### src/mpbm_ram.sv
// generic simple dual-port ram, one write and one registered read port
// no dependencies
module mpbm_ram #(
    parameter int AW = 8,
    parameter int DW = 8
) (
    input  logic          i_clk,
    input  logic          i_we,
    input  logic [AW-1:0] i_waddr,
    input  logic [DW-1:0] i_wdata,
    input  logic [AW-1:0] i_raddr,
    output logic [DW-1:0] o_rdata
);

    logic [DW-1:0] r_mem [2**AW];
    logic [DW-1:0] r_rdata;

    always_ff @(posedge i_clk) begin
        if (i_we) begin
            r_mem[i_waddr] <= i_wdata;
        end
        r_rdata <= r_mem[i_raddr];
    end

    assign o_rdata = r_rdata;

endmodule

### config.mk
export PLATFORM = sky130hd
export DESIGN_NAME = mpbm_ram
export DESIGN_NICKNAME = d
export VERILOG_FILES = /design/src/mpbm_ram.sv
export SDC_FILE = /design/constraint.sdc
export NUM_CORES = 2
export LEC_CHECK = 0
export BUFFER_PORTS_ARGS = -buffer_cell sky130_fd_sc_hd__buf_4
export CORE_ASPECT_RATIO = 1.25
export CORE_MARGIN = 3
export CORE_UTILIZATION = 45
export DETAILED_ROUTE_END_ITERATION = 8
export HOLD_SLACK_MARGIN = 0.03
export PLACE_DENSITY = 0.68
export SETUP_SLACK_MARGIN = 0.3
export SLEW_MARGIN = 20
export SYNTH_ARGS = -nofsm -noshare
export SYNTH_HDL_FRONTEND = slang
export SYNTH_SLANG_ARGS = --single-unit
### constraint.sdc
create_clock -name i_clk -period 2.1 [get_ports i_clk]
set_clock_uncertainty 0.15 [all_clocks]
set_input_delay 0 -clock i_clk [delete_from_list [all_inputs] [get_ports i_clk]]
set_output_delay 0 -clock i_clk [all_outputs]
set_load 0.02 [all_outputs]
==> impl_summary.md <==
Worst setup path
The critical path data required time is 2650 ps. Data arrives at the worst endpoint at 3010 ps. The path type of the worst setup path is flip-flop to flip-flop. The slowest cell on the critical path is sky130_fd_sc_hd__mux4_2. The maximum fanout along the worst path is 1.

By instance count, the cell type seen most on the critical path is sky130_fd_sc_hd__mux4_2. The worst setup path is captured at a flip-flop. On the worst path, the slowest cell contributes a delay of 580 ps.

The nature of the critical path startpoint is a flip-flop. Walking the worst path, the cells encountered are mux4_2 > mux4_2 > nor2_4 > a2111oi_2 > buf_4 > nor3_4 > nor4_2.

Logic synthesis
The share of flip-flops with an asynchronous set or reset is 0%. The count of state elements after synthesis is 2056. The average cell area after synthesis is ~21 sq um. The fraction of synthesized area in multiplexers is between 10% and 20%. Counting every net in the synthesized netlist gives ~3800. Ranked by total cell area, the synthesized netlist is headed by sky130_fd_sc_hd__edfxtp_1, sky130_fd_sc_hd__mux4_2, sky130_fd_sc_hd__mux2i_1, sky130_fd_sc_hd__nor2_1, sky130_fd_sc_hd__a22oi_1. After synthesis, the netlist uses 55 different library cells. In the synthesized netlist, the cells that appear most often are sky130_fd_sc_hd__edfxtp_1, sky130_fd_sc_hd__mux4_2, sky130_fd_sc_hd__nor2_1, sky130_fd_sc_hd__mux2i_1, sky130_fd_sc_hd__a22oi_1. The number of enable flip-flop cells after synthesis is 2048.

The number of standard cells after synthesis is 3733. The sequential cell area fraction in the yosys report is 77.5%. During synthesis, Yosys emitted a total of 0 warnings.

After Yosys synthesis, and, or, nand and nor cells account for 2.63% of the synthesized area. The cell type contributing the most total cell area after synthesis is sky130_fd_sc_hd__edfxtp_1. The synthesized netlist occupies a cell area of 0.0796 sq mm. The xor and xnor area share after synthesis is 0%. By area, the combinational part of the netlist is dominated by multiplexers. Summing the areas of all compound-gate instances in the mapped netlist gives 3.42% of the synthesized area. The prevailing post-synth register cell is sky130_fd_sc_hd__edfxtp_1.

The post-synthesis share of cell area spent on full adders, half adders and majority gates is 0%. Of the post-synthesis cell area, the dominant cell type holds 77.3%. The most numerous cell in the Yosys netlist is sky130_fd_sc_hd__edfxtp_1.

Route
After detailed routing, the total wire length is 199000 um. The via count is 40900. In the final routed layout, each cell accounts on average for 28.9 um.

The initial detailed-routing violation count is ~4500. The DRC violation count after routing is 0. Before antenna repair, the detailed router went through 5 iterations.

The post-detailed-route via-to-cell ratio is 5.92. The antenna violation net count after detailed routing is 0.

GRT
The first global-routing pass estimated 291000 um of wire. After global routing the overflow that remains totals 0. The via count of the first global-routing pass was between 40000 and 50000.

The initial antenna violation count came to 10. Global routing consumed, over all layers together, 22.0% of the routing resources. The pin count of the biggest net entering global routing is 85.

Floorplan
The die covers around 0.18 sq mm. The die height is 476 um. 34 I/O pins were placed. Once the floorplan was initialized, standard cells occupied 45.5% of the core. The initialized floorplan defines 171 standard-cell rows.

The chip width is 382 um. The floorplan step defined a core boundary enclosing 0.175 sq mm.

Finish
Cells with a size suffix above 1 make up ~34% of the layout. Cells fill 53.8% of the core in the end. The count of nets after finishing is about 4400.

The area growth from synthesis to layout is 18.3%.

STA
The final count of negative-setup-slack endpoints is 8. The final-report hold violation count is 0. The post-layout worst setup margin is -367 ps.

The max-slew violation count is 0. Adding up every negative setup slack in the final design gives -1720 ps. Static timing analysis puts the maximum clock frequency at around 0.41 GHz.

Setup repair after global routing could not meet its margin everywhere. In the finished design, the share of the clock period the worst path needs comes to 117%. Measured against its own limit, the worst slew margin works out to between 40 and 50%. At the pin with the least slew margin, the transition time is ~760 ps. The clock period minus worst slack is 2470 ps.

CTS
The clock tree synthesis step divided the H-tree into 4 levels. The clock tree from TritonCTS is yes. Counting every sink on the clock net gives 2056.

Counting along the longest clock path gives a buffer depth of 3. The clock reaches the later pin of the worst-skew pair after 820 ps. CTS placed an instance of sky130_fd_sc_hd__clkbuf_16 at the clock tree root. The total CTS buffers is around 180. After clock tree synthesis, the clock-pin slew on the worst setup and hold paths is approximately 60 ps.

Once the clock tree was built, the setup fixing pass inserted 0 buffers.

Place
The placer's final routability congestion estimate is 0.880. The count of buffers from port buffering is 33. Timing analysis after detailed placement gives a worst setup slack of -980 ps. The HPWL after detailed placement is between 100000 and 150000 um.

Power and ir drop
The standby leakage power is 30.2 nW. The overall power consumption is 82.1 mW. The maximum resistive drop on vdd is 0.606 mV. In this run the power density over the cells is 873 mW/mm^2.

Run
The tool flagged a number of max-cap violations equal to 0.

Hold path
In this run the worst hold path is classified as input pin to flip-flop.

Run status
The final reports fail on negative setup slack. The run finished, with violations left.
==> per-layer routing <==
metal | vias to the layer above | track usage (%) | routed length, um
met5 | - | 0 | 52
met4 | 8 | 7.68 | 6810
met3 | 319 | 4.03 | 15900
met2 | 1879 | 36.9 | 101000
met1 | 21600 | 29.1 | 75800
li1 | 17000 | - | -
==> report_power, final <==
part / leakage (nW) / switching [mW] / internal, mW
clock: 2.77 / 14.5 / 17.4
sequential: 18.5 / 0.0766 / 45.2
combinational: 9.00 / 2.90 / 2.09
==> registers in the layout, indices dropped and copies added (netlist names) <==
name	count
r_mem	2048
o_rdata	8
==> path summary, 6_finish.rpt <==
kind / start / end / slack (ps) / depth (start not counted)
max reg2reg: r_mem[138][7] / o_rdata[7] / -370 / 7
min reg2reg: r_mem[199][6] / o_rdata[6] / 970 / 5
min: i_wdata[2] / r_mem[130][2] / 80 / 2
max: r_mem[138][7] / o_rdata[7] / -370 / 7
==> timing repair <==
item,in CTS,in global routing
hold endpoints to repair,4057,361
gates cloned,0,0
hold buffers,20,4
gates resized for setup,35,25
endpoints found under the setup margin,8,348
pin swaps,14,7
==> worst max-delay path: cells and delay by family (launching register included) <==
| kind | cells | cell delay, ps |
|---|---|---|
| mux | 2 | 1080 |
| simple gates | 3 | 520 |
| flops | 1 | 360 |
| buf+inv | 1 | 180 |
| compound gates | 1 | 60 |
==> kinds of logic (layout without fill, tap and decap cells) <==
family | after synthesis | count (layout)
AOI/OAI and AO/OA | 385 | 385
and+or+nand+nor | 466 | 466
other | 0 | 5
muxes | 591 | 591
DFF | 2056 | 2056
buffers and inverters | 235 | 1066
==> final cells by class <==
class / count / area [sq um]
Clock inverter: 111 / 860
Antenna cell: 5 / 12.5
Fill cell: 13100 / 80700
Multi-Input combinational cell: 1442 / 17000
Inverter: 2 / 7.51
Sequential cell: 2056 / 61700
Clock buffer: 216 / 4750
Tap cell: 2335 / 2920
Timing Repair Buffer: 737 / 6900
==> metrics by stage <==
stage	instances	area (sq um)	hold WS, ps
final	6904	94100	77.4
after global routing	6901	94100	82.6
after CTS	6897	93900	45.6
after detailed placement	6550	87900	170
after global placement	6550	87900	164
after floorplan	3733	80000	-51.1
==> placed cells by master (no fill, tap or decap), types with 43 or more instances in the layout <==
master                      netlist  routed
sky130_fd_sc_hd__clkbuf_16        0     185
sky130_fd_sc_hd__o221ai_1        46      44
sky130_fd_sc_hd__a22oi_1        133     128
sky130_fd_sc_hd__clkinv_2         0      43
sky130_fd_sc_hd__buf_4           27     604
sky130_fd_sc_hd__a21oi_1         96      94
sky130_fd_sc_hd__nor2_2           0      54
sky130_fd_sc_hd__mux4_2         454     455
sky130_fd_sc_hd__mux2i_1        134     134
sky130_fd_sc_hd__buf_12           8      99
sky130_fd_sc_hd__nor2_1         282     216
sky130_fd_sc_hd__edfxtp_1      2048    2048
Power figures use the tool's default switching activity.
